### config.mk
export PLATFORM = sky130hd
export DESIGN_NAME = pch_ctrl
export DESIGN_NICKNAME = d
export VERILOG_FILES = /design/src/rtl/core/permutation_counter_hash_unit_assert.svh /design/src/rtl/core/pch_pkg.sv /design/src/rtl/core/pch_ctrl.sv
export SDC_FILE = /design/constraint.sdc
export NUM_CORES = 1
export LEC_CHECK = 0
export ABC_CLOCK_PERIOD_IN_PS = 1800
export BUFFER_PORTS_ARGS = -buffer_cell sky130_fd_sc_hd__buf_2
export CORE_MARGIN = 5
export CORE_UTILIZATION = 53
export CTS_BUF_LIST = sky130_fd_sc_hd__clkbuf_8
export CTS_CLUSTER_DIAMETER = 150
export DETAILED_ROUTE_END_ITERATION = 12
export PLACE_DENSITY = 0.79
export SLEW_MARGIN = 20
export SYNTH_ARGS = -nofsm -noshare
export SYNTH_HDL_FRONTEND = slang
export SYNTH_SLANG_ARGS = --single-unit
### constraint.sdc
create_clock -name clk -period 1.8 [get_ports clk]
set_clock_uncertainty 0.1 [all_clocks]
set_input_delay 0.36 -clock clk [delete_from_list [all_inputs] [get_ports clk]]
set_output_delay 0.36 -clock clk [all_outputs]
set_load 0.01 [all_outputs]
### src/rtl/core/permutation_counter_hash_unit_assert.svh
// ----------------------------------------------------------------------------
// permutation counter hash unit - assertion macros
// concurrent check helpers, included by the top-level rtl file that asserts
// ----------------------------------------------------------------------------
`ifndef PERMUTATION_COUNTER_HASH_UNIT_ASSERT_SVH
`define PERMUTATION_COUNTER_HASH_UNIT_ASSERT_SVH

// same-cycle implication
`define PCH_ASSERT_SAME(lbl, ck, rn, ante, cons, txt) \
  lbl: assert property (@(posedge ck) disable iff (!rn) (ante) |-> (cons)) else $error(txt);

// next-cycle implication
`define PCH_ASSERT_NEXT(lbl, ck, rn, ante, cons, txt) \
  lbl: assert property (@(posedge ck) disable iff (!rn) (ante) |=> (cons)) else $error(txt);

`endif

### src/rtl/core/pch_pkg.sv
// ----------------------------------------------------------------------------
// pch_pkg
// types, constants and the round function of the permutation counter hash
// ----------------------------------------------------------------------------
package pch_pkg;

  localparam int BLK_BYTES  = 184;
  localparam int HALF_BYTES = 92;
  localparam int MSG_BITS   = 1472;
  localparam int IV_POS     = 90;
  localparam int WORDS_512  = 8;
  localparam int WORDS_1024 = 16;
  localparam int RIDX_W     = 5;
  localparam int OP_W       = 3;

  typedef logic [0:383][3:0]            pst_t;
  typedef logic [0:BLK_BYTES-1][7:0]    blk_t;
  typedef logic [0:HALF_BYTES-1][7:0]   half_t;

  // hash call kinds
  localparam logic [OP_W-1:0] OP_IV   = 3'd0;
  localparam logic [OP_W-1:0] OP_CHI  = 3'd1;
  localparam logic [OP_W-1:0] OP_CLO  = 3'd2;
  localparam logic [OP_W-1:0] OP_CPAD = 3'd3;
  localparam logic [OP_W-1:0] OP_GEN  = 3'd4;
  localparam logic [OP_W-1:0] OP_S1   = 3'd5;
  localparam logic [OP_W-1:0] OP_S2   = 3'd6;

  typedef struct packed {
    logic                  acc;
    logic                  load;
    logic                  rnd;
    logic                  wb;
    logic                  shift;
    logic                  clr;
    logic [OP_W-1:0]       op;
    logic [RIDX_W-1:0]     ridx;
  } dp_cmd_t;

  typedef struct packed {
    logic start_long;
    logic blk_full;
    logic long_path;
  } dp_sts_t;

  localparam logic [3:0] SBOX [16] = '{
    4'h1, 4'h4, 4'h0, 4'hc, 4'h3, 4'h2, 4'h5, 4'hb,
    4'ha, 4'h8, 4'h6, 4'hf, 4'h7, 4'h9, 4'hd, 4'he
  };

  localparam logic [31:0] RC [28] = '{
    32'h243F6A88, 32'h85A308D3, 32'h13198A2E, 32'h03707344,
    32'hA4093822, 32'h299F31D0, 32'h082EFA98, 32'hEC4E6C89,
    32'h452821E6, 32'h38D01377, 32'hBE5466CF, 32'h34E90C6C,
    32'hC0AC29B7, 32'hC97C50DD, 32'h3F84D5B5, 32'hB5470917,
    32'h9216D5D9, 32'h8979FB1B, 32'hD1310BA6, 32'h98DFB5AC,
    32'h2FFD72DB, 32'hD01ADFB7, 32'hB8E1AFED, 32'h6A267E96,
    32'hBA7C9045, 32'hF12C7F99, 32'h24A19947, 32'hB3916CF7
  };

  localparam logic [3:0] ROWC [6] = '{4'hC, 4'h9, 4'h0, 4'h8, 4'hB, 4'h2};
  localparam int ROT [4]      = '{15, 7, 23, 16};
  localparam int MIX_DST [9]  = '{3, 4, 5, 0, 1, 2, 3, 4, 5};
  localparam int MIX_SRC [9]  = '{2, 0, 1, 3, 4, 5, 1, 2, 0};

  function automatic pst_t perm_round(pst_t s, logic [RIDX_W-1:0] r);
    pst_t a;
    logic [0:31][3:0] lh, rh, u, t;
    int k, c, row, sub;
    a = s;
    for (k = 0; k < 384; k++) a[k] = SBOX[a[k]];
    for (k = 0; k < 9; k++)
      for (c = 0; c < 64; c++) a[64*MIX_DST[k]+c] = a[64*MIX_DST[k]+c] ^ a[64*MIX_SRC[k]+c];
    for (row = 0; row < 6; row++)
      for (c = 0; c < 64; c++) a[64*row+c] = a[64*row+c] ^ ROWC[row];
    for (k = 0; k < 384; k++) a[k] = SBOX[a[k]];
    for (row = 0; row < 6; row++) begin
      lh = a[64*row +: 32];
      rh = a[64*row+32 +: 32];
      for (sub = 0; sub < 4; sub++) begin
        for (k = 0; k < 32; k++) u[k] = lh[k] ^ rh[k];
        for (k = 0; k < 32; k++) t[k] = u[(k + ROT[sub]) & 31];
        for (k = 0; k < 32; k++) begin
          lh[k] = lh[k] ^ t[k];
          u[k]  = rh[k] ^ t[k];
        end
        for (k = 0; k < 32; k++) rh[k] = u[(k + 31) & 31];
      end
      a[64*row +: 32]    = lh;
      a[64*row+32 +: 32] = rh;
    end
    for (k = 0; k < 8; k++) a[k] = a[k] ^ RC[r][31-4*k -: 4];
    return a;
  endfunction

endpackage

### src/rtl/core/pch_ctrl.sv
// ----------------------------------------------------------------------------
// pch_ctrl
// sequencer: input acceptance, hash call order, round count, digest beats
// ----------------------------------------------------------------------------
module pch_ctrl #(
  parameter int ROUNDS = 28
) (
  input  logic              clk,
  input  logic              rst_n,
  input  logic              in_tvalid,
  input  logic              in_tlast,
  output logic              in_tready,
  output logic              out_tvalid,
  input  logic              out_tready,
  output logic              out_tlast,
  input  logic              variant,
  input  pch_pkg::dp_sts_t  sts,
  output pch_pkg::dp_cmd_t  cmd
);

  localparam logic [2:0] S_IDLE = 3'd0;
  localparam logic [2:0] S_LOAD = 3'd1;
  localparam logic [2:0] S_RND  = 3'd2;
  localparam logic [2:0] S_WB   = 3'd3;
  localparam logic [2:0] S_OUT  = 3'd4;

  logic [2:0]                   state_r, state_nxt;
  logic [pch_pkg::OP_W-1:0]     op_r, op_nxt;
  logic                         two_r, two_nxt;
  logic                         fin_r, fin_nxt;
  logic [pch_pkg::RIDX_W-1:0]   rnd_r, rnd_nxt;
  logic [3:0]                   wcnt_r, wcnt_nxt;
  logic                         in_acc;
  logic                         last_w;

  assign in_tready  = (state_r == S_IDLE);
  assign in_acc     = in_tvalid && in_tready;
  assign last_w     = variant ? (wcnt_r == 4'(pch_pkg::WORDS_1024 - 1))
                              : (wcnt_r == 4'(pch_pkg::WORDS_512 - 1));
  assign out_tvalid = (state_r == S_OUT);
  assign out_tlast  = last_w;

  always_comb begin
    state_nxt = state_r;
    op_nxt    = op_r;
    two_nxt   = two_r;
    fin_nxt   = fin_r;
    rnd_nxt   = rnd_r;
    wcnt_nxt  = wcnt_r;
    unique case (state_r)
      S_IDLE: begin
        if (in_acc) begin
          fin_nxt = in_tlast;
          two_nxt = 1'b0;
          if (sts.start_long) begin
            op_nxt    = pch_pkg::OP_IV;
            two_nxt   = 1'b1;
            state_nxt = S_LOAD;
          end else if (sts.blk_full) begin
            op_nxt    = pch_pkg::OP_CHI;
            state_nxt = S_LOAD;
          end else if (in_tlast) begin
            op_nxt    = sts.long_path ? pch_pkg::OP_CPAD : pch_pkg::OP_S1;
            state_nxt = S_LOAD;
          end
        end
      end
      S_LOAD: begin
        rnd_nxt   = '0;
        state_nxt = S_RND;
      end
      S_RND: begin
        if (rnd_r == pch_pkg::RIDX_W'(ROUNDS - 1)) begin
          state_nxt = S_WB;
        end else begin
          rnd_nxt = rnd_r + 1'b1;
        end
      end
      S_WB: begin
        state_nxt = S_LOAD;
        wcnt_nxt  = '0;
        unique case (op_r)
          pch_pkg::OP_IV:   op_nxt = pch_pkg::OP_CHI;
          pch_pkg::OP_CHI: begin
            if (two_r) begin
              op_nxt  = pch_pkg::OP_CLO;
              two_nxt = 1'b0;
            end else if (fin_r) begin
              op_nxt = pch_pkg::OP_CPAD;
            end else begin
              state_nxt = S_IDLE;
            end
          end
          pch_pkg::OP_CLO: begin
            if (fin_r) begin
              op_nxt = pch_pkg::OP_CPAD;
            end else begin
              state_nxt = S_IDLE;
            end
          end
          pch_pkg::OP_CPAD: op_nxt = pch_pkg::OP_GEN;
          pch_pkg::OP_GEN:  state_nxt = S_OUT;
          pch_pkg::OP_S1:   op_nxt = pch_pkg::OP_S2;
          pch_pkg::OP_S2:   state_nxt = S_OUT;
          default:          state_nxt = S_IDLE;
        endcase
      end
      S_OUT: begin
        if (out_tready) begin
          if (last_w) begin
            state_nxt = S_IDLE;
          end else begin
            wcnt_nxt = wcnt_r + 1'b1;
          end
        end
      end
      default: state_nxt = S_IDLE;
    endcase
  end

  always_ff @(posedge clk) begin
    if (!rst_n) begin
      state_r <= S_IDLE;
      op_r    <= pch_pkg::OP_IV;
      two_r   <= 1'b0;
      fin_r   <= 1'b0;
      rnd_r   <= '0;
      wcnt_r  <= '0;
    end else begin
      state_r <= state_nxt;
      op_r    <= op_nxt;
      two_r   <= two_nxt;
      fin_r   <= fin_nxt;
      rnd_r   <= rnd_nxt;
      wcnt_r  <= wcnt_nxt;
    end
  end

  always_comb begin
    cmd       = '0;
    cmd.acc   = in_acc;
    cmd.load  = (state_r == S_LOAD);
    cmd.rnd   = (state_r == S_RND);
    cmd.wb    = (state_r == S_WB);
    cmd.shift = (state_r == S_OUT) && out_tready;
    cmd.clr   = (state_r == S_OUT) && out_tready && last_w;
    cmd.op    = op_r;
    cmd.ridx  = rnd_r;
  end

endmodule

==> metrics.yaml, run 1 <==
yosys:
  synth_compound_gate_area_share_pct: 26.34
  synth_largest_area_cell: "sky130_fd_sc_hd__dfxtp_1"
  area_share_of_xor_xnor_cells_in_the_synthesized_design_pct: 4.348
  synth_top_area_share_pct: 33.79
  synth_adder_area_share_pct: 2.484
  yosysMostFrequentCell: "sky130_fd_sc_hd__dfxtp_1"
  ys_dominant_reg_cell: "sky130_fd_sc_hd__dfxtp_1"
  synth.ff_latch_count: 17
  synthMuxAreaShare_pct: 1.118
  synth_top_family_by_area: "simple AND/OR/NAND/NOR gates"
  post_synth_arst_share_pct: 0
  share_of_synthesized_cell_area_in_and_or_nand_and_nor_gates_pct: 27.45
  syn_nets: 129
  syn-mean-instance-area_um2: 8.536
  synth-edff-count: 0
  ys_top_cells_by_area: "sky130_fd_sc_hd__dfxtp_1 34%, sky130_fd_sc_hd__nand2_1 4.8%, sky130_fd_sc_hd__o2111ai_1 4.3%, sky130_fd_sc_hd__xor2_1 4.3%, sky130_fd_sc_hd__a21oi_1 4.0%"
  synth.yosys.seq_area_share_pct: 33.79
  syn-cell-area_mm2: 0.001007
  synth.cells.most_frequent: "17 x sky130_fd_sc_hd__dfxtp_1, 13 x sky130_fd_sc_hd__nand2_1, 8 x sky130_fd_sc_hd__a21oi_1"
  synth_cell_types: 48
  synth_warnings: 0
  synthCells: 118
run_status:
  run_status: "completed"
power:
  sequentialPowerShare_pct: 41.3
  switching_power_uw: 438.0
  power.share.clock_pct: 22.9
  p_int_uw: 762.6
  max-vdd-ir-drop_mv: 0.6121
  p_leak_uw: 0.0005517
  power.switching_fraction_pct: 36.48
  share_comb_of_total_power_pct: 35.8
  cellPowerDensity_mw_per_mm2: 947.3
placement:
  routabilityCongestion: 0.8157
  detailed_place.area_mm2: 0.001156
  dpl_worst_slack_ns: 0.05446
  place_hpwl_um: 1756
  buffer_ports.inserted: 25
clock_tree:
  skew_pair_late_insertion_delay_ns: 0.25
  max-clock-path-buffers: 2
  numCtsBuffers: 3
  cts_tree: "built"
  cts.root.buffer_cell: "sky130_fd_sc_hd__clkbuf_8"
  cts-htree-levels: 1
  clkTransAtPathRegs_ns: 0.06
  cts.sinks: 17
worst_setup_path:
  critical_path.reg2reg.startpoint: "state_r[1]"
  end_kind: "output port"
  startpoint: "state_r[2]"
  rrSetupSlack_ns: 0.24
  reg2regPathDepth: 5
  timing_worst_setup_path_type: "reg2out"
  start_kind: "flop"
  cp.required_ns: 1.34
  crit_fanout: 8
  worst_endpoint_data_arrival_time_ns: 1.29
  crit-reg2reg-capture: "rnd_r[2]"
sta:
  layout_min_cycle_time_ns: 1.750
  maxSlewHeadroom_pct: 76.67
  fin_ws_ns: 0.04984
  timing_max_transition_violations_final: 0
  final-setup-viol-count: 0
  max_slew.worst_pin.slew_ns: 0.3455
  fmax_mhz: 571.4
  hold_viol: 0
  finalCritPeriodShare_pct: 97.23
floorplanning:
  core_mm2: 0.001764
  dieHeight_um: 53.60
  design.portCount: 26
  fp.dieArea_mm2: 0.002872
  row_count: 15
  die_boundary_width_um: 53.60
  effective_utilization_at_floorplan_pct: 57.09
route:
  route.detailed.vias_per_inst: 5.838
  routed_wl_um: 2411
  route.detailed.wl_per_inst_um: 13.94
  detail_route.iter0.violations: 33
  routed-via-count: 1010
  drc: 0
  first_pass_iters: 4
  postRouteAntennaNets: 0
grt:
  via_count_of_the_first_global_routing_pass: 905
  grt_pass1_wl_um: 4167
  largest_net_degree_at_the_start_of_global_routing: 19
  grt.total_usage_pct: 19.29
  grt.overflow.total: 0
  initial_antenna_violation_count: 0
cells_and_area:
  antenna_cells: 0
  area.growth.synth_to_final_pct: 25.84
  layout-drive-gt1-share_pct: 35.81
  finish.instance_area_mm2: 0.001267
  fin_util_pct: 71.84
  nNetsFinal: 160
min_path:
  worstHoldPathCells: 3
  timing.hold.worst.start: "in_tlast"
  worst_hold_path.endpoint: "fin_r"
  holdCritPathClass: "in2reg"
job:
  max-cap-violations: 0
==> worst max-delay path, cell delays in order, from the launching register on <==
cell and delay (ns):
sky130_fd_sc_hd__dfxtp_4 0.41, sky130_fd_sc_hd__or3b_4 0.42, sky130_fd_sc_hd__inv_2 0.08, sky130_fd_sc_hd__buf_2 0.13
==> how the worst max path moves through the flow <==
stage	slack [ns]	end
3_3_place_gp	0.15	cmd[8]
2_1_floorplan	0.16	cmd[8]
6_report	0.05	out_tvalid
5_1_grt	-0.01	cmd[13]
4_1_cts	-0.05	cmd[8]
3_5_place_dp	0.05	cmd[8]
==> state kept, by name (all words and copies together) (netlist names) <==
signal / flops
rnd_r: 5
state_r: 3
two_r: 1
fin_r: 1
wcnt_r: 4
op_r: 3
==> per-layer routing <==
layer	global-route usage (%)	share of wire [%]	up-vias
li1	-	-	501
met1	26.75	46	477
met2	30.82	48	32
met3	3.324	5.6	0
met4	5.106	0	0
met5	0	0	-
==> layout by cell type (no fill, tap or decap), types with 3 or more instances in the layout <==
master and count:
sky130_fd_sc_hd__buf_4 6, sky130_fd_sc_hd__o21ai_0 4, sky130_fd_sc_hd__buf_2 25, sky130_fd_sc_hd__o21ai_1 4
sky130_fd_sc_hd__a21oi_1 8, sky130_fd_sc_hd__clkbuf_8 3, sky130_fd_sc_hd__a21boi_0 4, sky130_fd_sc_hd__o2111ai_1 5
sky130_fd_sc_hd__inv_2 3, sky130_fd_sc_hd__xor2_1 4, sky130_fd_sc_hd__nor2_1 5, sky130_fd_sc_hd__nand2_1 11
sky130_fd_sc_hd__dfxtp_1 13, sky130_fd_sc_hd__dfxtp_2 3
==> power by group through the flow <==
| stage | combinational, uW | sequential, uW | clock, uW |
|---|---|---|---|
| 4_1_cts | 414 | 487 | 284 |
| 3_5_place_dp | 406 | 493 | 0 |
| 6_report | 429 | 496 | 276 |
| 2_1_floorplan | 298 | 475 | 0 |
| 3_3_place_gp | 399 | 490 | 0 |
| 5_1_grt | 482 | 504 | 302 |
==> timing repair <==
item | 4_1_cts | 5_1_grt
hold buffers | 0 | 0
gates resized for setup | 5 | 9
pin swaps | 0 | 1
buffers inserted | 0 | 3
endpoints found under the setup margin | 4 | 4
==> area by class of cell <==
cell class,instances,area [um^2]
clock buffer,3,41.29
tap,25,31.28
clock inverter,1,3.754
inverter,4,15.01
multi-input combinational,92,658.1
sequential,17,347.8
timing repair buffer,31,170.2
fill,150,496.7
==> through the flow <==
stage / power (uW) / TNS (ns) / hold slack (ns) / instances
2_1_floorplan: 773.3 / 0 / 0.3566 / 118
3_3_place_gp: 888.7 / 0 / 0.3787 / 166
3_5_place_dp: 898.8 / 0 / 0.3861 / 166
4_1_cts: 1185 / -0.04989 / 0.2769 / 170
5_1_grt: 1288 / -0.01555 / 0.3099 / 173
6_report: 1201 / 0 / 0.2865 / 173
==> cell families (layout without fill, tap and decap cells) <==
| logic type | count (synthesis) | after routing |
|---|---|---|
| xor+xnor | 5 | 5 |
| buf+inv | 9 | 39 |
| compound gates | 39 | 39 |
| mux | 1 | 1 |
| simple gates | 45 | 45 |
| flops | 17 | 17 |
| fa+ha+maj | 2 | 2 |
Power figures use the tool's default switching activity.
==> inputs of run 2 (changes only) <==
CORE_UTILIZATION = 46   (was 53)
CTS_CLUSTER_SIZE = 14   (was default)
PLACE_DENSITY = 0.7   (was 0.79)
==> run 2 against run 1 <==
- final area up 0.49%
- clock power grew 3%
- register-to-register slack better by 0.06 ns
- first-iteration DRC count decreased by 33%
- critical endpoint is now cmd[8]
- total power decreased by 0.51%
- final cell count increased by 0.58%
- global-route usage fell by 3.6 points
- critical path depth did not move
- via count up 1.8%
==> metrics.yaml, run 2 (synthesized netlist as in run 1, its figures left out) <==
clock_tree:
  clkTransAtPathRegs_ns: 0.07  # about the same
  skew_pair_late_insertion_delay_ns: 0.25  # about the same
  cts_hold_buffers: 0  # unchanged
  cts.sinks: 17  # unchanged
  cts.root.buffer_cell: "sky130_fd_sc_hd__clkbuf_8"
  cts_tree: "built"
  numCtsBuffers: 3  # unchanged
  cts-htree-levels: 1  # unchanged
  max-clock-path-buffers: 2  # unchanged
worst_setup_path:
  end_kind: "output port"
  critical-path-slowest-cell: "sky130_fd_sc_hd__dfxtp_4"
  worst_endpoint_data_arrival_time_ns: 1.28  # about the same
  path_cells: "and4bb_2 -> and2_1 -> buf_2"
  crit_fanout: 10  # +2
  cp_num_buf_inv: 1  # -1
  start_kind: "flop"
  timing_worst_setup_path_type: "reg2out"
  cpPeakStageDelay_ns: 0.39  # -0.03 ns
  cp.required_ns: 1.34  # about the same
  critPathTopFamily: "simple AND/OR/NAND/NOR gates"
power:
  p_leak_uw: 0.0005370  # -2.7%
  totalPowerFinal_uw: 1195  # -0.51%
  max-vdd-ir-drop_mv: 0.4888  # -20%
  cellPowerDensity_mw_per_mm2: 937.8  # -1.0%
floorplanning:
  die_boundary_width_um: 56.80  # +6.0%
  core_mm2: 0.002148  # +22%
  row_count: 17  # +2
  dieHeight_um: 56.80  # +6.0%
  effective_utilization_at_floorplan_pct: 46.88  # -10 points
  design.portCount: 26  # unchanged
  fp.dieArea_mm2: 0.003226  # +12%
route:
  highest_layer: "met4"
  drc: 0  # unchanged
  wl_met1_um: 1014  # -8.5%
  detailroute.wirelength.met3_um: 173  # +29%
  detail_route.iter0.violations: 22  # -33%
  postRouteAntennaNets: 0  # unchanged
  route.detailed.vias_per_inst: 5.908  # +1.2%
  first_pass_iters: 4  # unchanged
  routed_wl_um: 2417  # +0.25%
  route.detailed.wl_per_inst_um: 13.89  # -0.33%
  routed-via-count: 1028  # +1.8%
  met2WireLength_um: 1203  # +3.0%
grt:
  grt.total_usage_pct: 15.68  # -3.6 points
  initial_antenna_violation_count: 0  # unchanged
  via_count_of_the_first_global_routing_pass: 956  # +5.6%
  largest_net_degree_at_the_start_of_global_routing: 19  # unchanged
  grt.overflow.total: 0  # unchanged
  grt_pass1_wl_um: 4077  # -2.2%
cells_and_area:
  largest_register_ff_count: 5  # unchanged
  antenna_cells: 0  # unchanged
  largestRegisters: "rnd_r: 5 flops, wcnt_r: 4 flops"
  area.growth.synth_to_final_pct: 26.46
  layout-drive-gt1-share_pct: 36.99  # +1.2 points
  registers.top_by_ff_count: "rnd_r"
  num-fill-cells: 193  # +29%
  nNetsFinal: 158  # -1.3%
  most-common-layout-cells: "25 x sky130_fd_sc_hd__buf_2, 12 x sky130_fd_sc_hd__dfxtp_1, 11 x sky130_fd_sc_hd__nand2_1"
  final_common_cell: "sky130_fd_sc_hd__buf_2"
  finish.instance_area_mm2: 0.001274  # +0.49%
placement:
  routabilityCongestion: 0.8383  # +2.8%
  buffer_ports.inserted: 25  # unchanged
  place_hpwl_um: 1755  # about the same
  detailed_place.area_mm2: 0.001152  # -0.32%
sta:
  max_slew.worst_pin.slew_ns: 0.3495  # +0.003998 ns
  fin_worst_hold_slack_ns: 0.2750  # -0.01144 ns
  maxSlewHeadroom_pct: 76.67  # about the same
  layout_min_cycle_time_ns: 1.742  # -0.008536 ns
  finalCritPeriodShare_pct: 96.76  # -0.47 points
  fmax_mhz: 574.2  # +0.49%
  hold_viol: 0  # unchanged
  final-setup-viol-count: 0  # unchanged
  timing_max_transition_violations_final: 0  # unchanged
run_status:
  run_status: "completed"
job:
  max-cap-violations: 0  # unchanged
min_path:
  holdCritPathClass: "in2reg"
-- run 2: cell types whose count changed in the layout (fill, tap and decap cells not counted) --
cell and change:
sky130_fd_sc_hd__buf_4 -2, sky130_fd_sc_hd__dfxtp_4 +2, sky130_fd_sc_hd__and4bb_1 -1, sky130_fd_sc_hd__and4bb_2 +1
sky130_fd_sc_hd__clkinv_2 +1, sky130_fd_sc_hd__dfxtp_1 -1, sky130_fd_sc_hd__dfxtp_2 -1, sky130_fd_sc_hd__ha_2 -1
sky130_fd_sc_hd__ha_4 +1, sky130_fd_sc_hd__inv_1 -1
-- run 2: worst reg2reg max path: cells and delay by family, from the launching register on --
| kind | cells | cell delay, ns |
|---|---|---|
| flip-flops | 1 | 0.41 |
| AND/OR/NAND/NOR | 1 | 0.06 |
| XOR/XNOR | 1 | 0.27 |
| AO/OA/AOI/OAI | 2 | 0.26 |
| buffers and inverters | 2 | 0.27 |
-- run 2: what timing repair did --
item                       4_1_cts  5_1_grt
setup buffers                    0        2
setup endpoints to repair        5        6
gates resized for setup          9       10
pin swaps                        1        2
-- run 2: cell type report --
| cell class | instances | area, um^2 | share of cell area, % |
|---|---|---|---|
| clock buffers | 3 | 41.29 | 3.242 |
| clock inverters | 1 | 5.005 | 0.3929 |
| inverters | 4 | 15.01 | 1.179 |
| multi-input cells | 92 | 668.1 | 52.46 |
| flip-flops and latches | 17 | 354.1 | 27.80 |
| well taps | 28 | 35.03 | 2.750 |
| repair buffers | 29 | 155.1 | 12.18 |
-- run 2: worst paths after layout --
kind,endpoint,start,cells after the start,slack (ns)
min,fin_r,in_tlast,3,0.28
min reg2reg,fin_r,fin_r,2,0.38
max reg2reg,wcnt_r[1],wcnt_r[3],6,0.30
max,cmd[8],state_r[1],3,0.06
-- run 2: through the flow --
step | worst slack, ns | std cells | util, % | TNS [ns]
2_1_floorplan | 0.1588 | 118 | - | 0
3_3_place_gp | 0.1368 | 168 | 53.64 | 0
3_5_place_dp | 0.08932 | 168 | 53.64 | 0
4_1_cts | 0.005006 | 172 | 57.08 | 0
5_1_grt | -0.01499 | 174 | 59.29 | -0.02098
6_report | 0.05837 | 174 | 59.29 | 0
-- run 2: per-layer routing --
| metal | vias up | track usage, % |
|---|---|---|
| met4 | 0 | 5.960 |
| met1 | 479 | 19.31 |
| met5 | - | 0 |
| li1 | 499 | - |
| met3 | 4 | 3.218 |
| met2 | 46 | 26.57 |
-- run 2: where the power goes --
part	leakage, uW	switching, uW	internal, uW	total (uW)
registers	0.000141	88.9	423	512
logic	0.000370	218	181	399
clock network	0.0000255	131	153	284
total	0.000537	437	757	1190
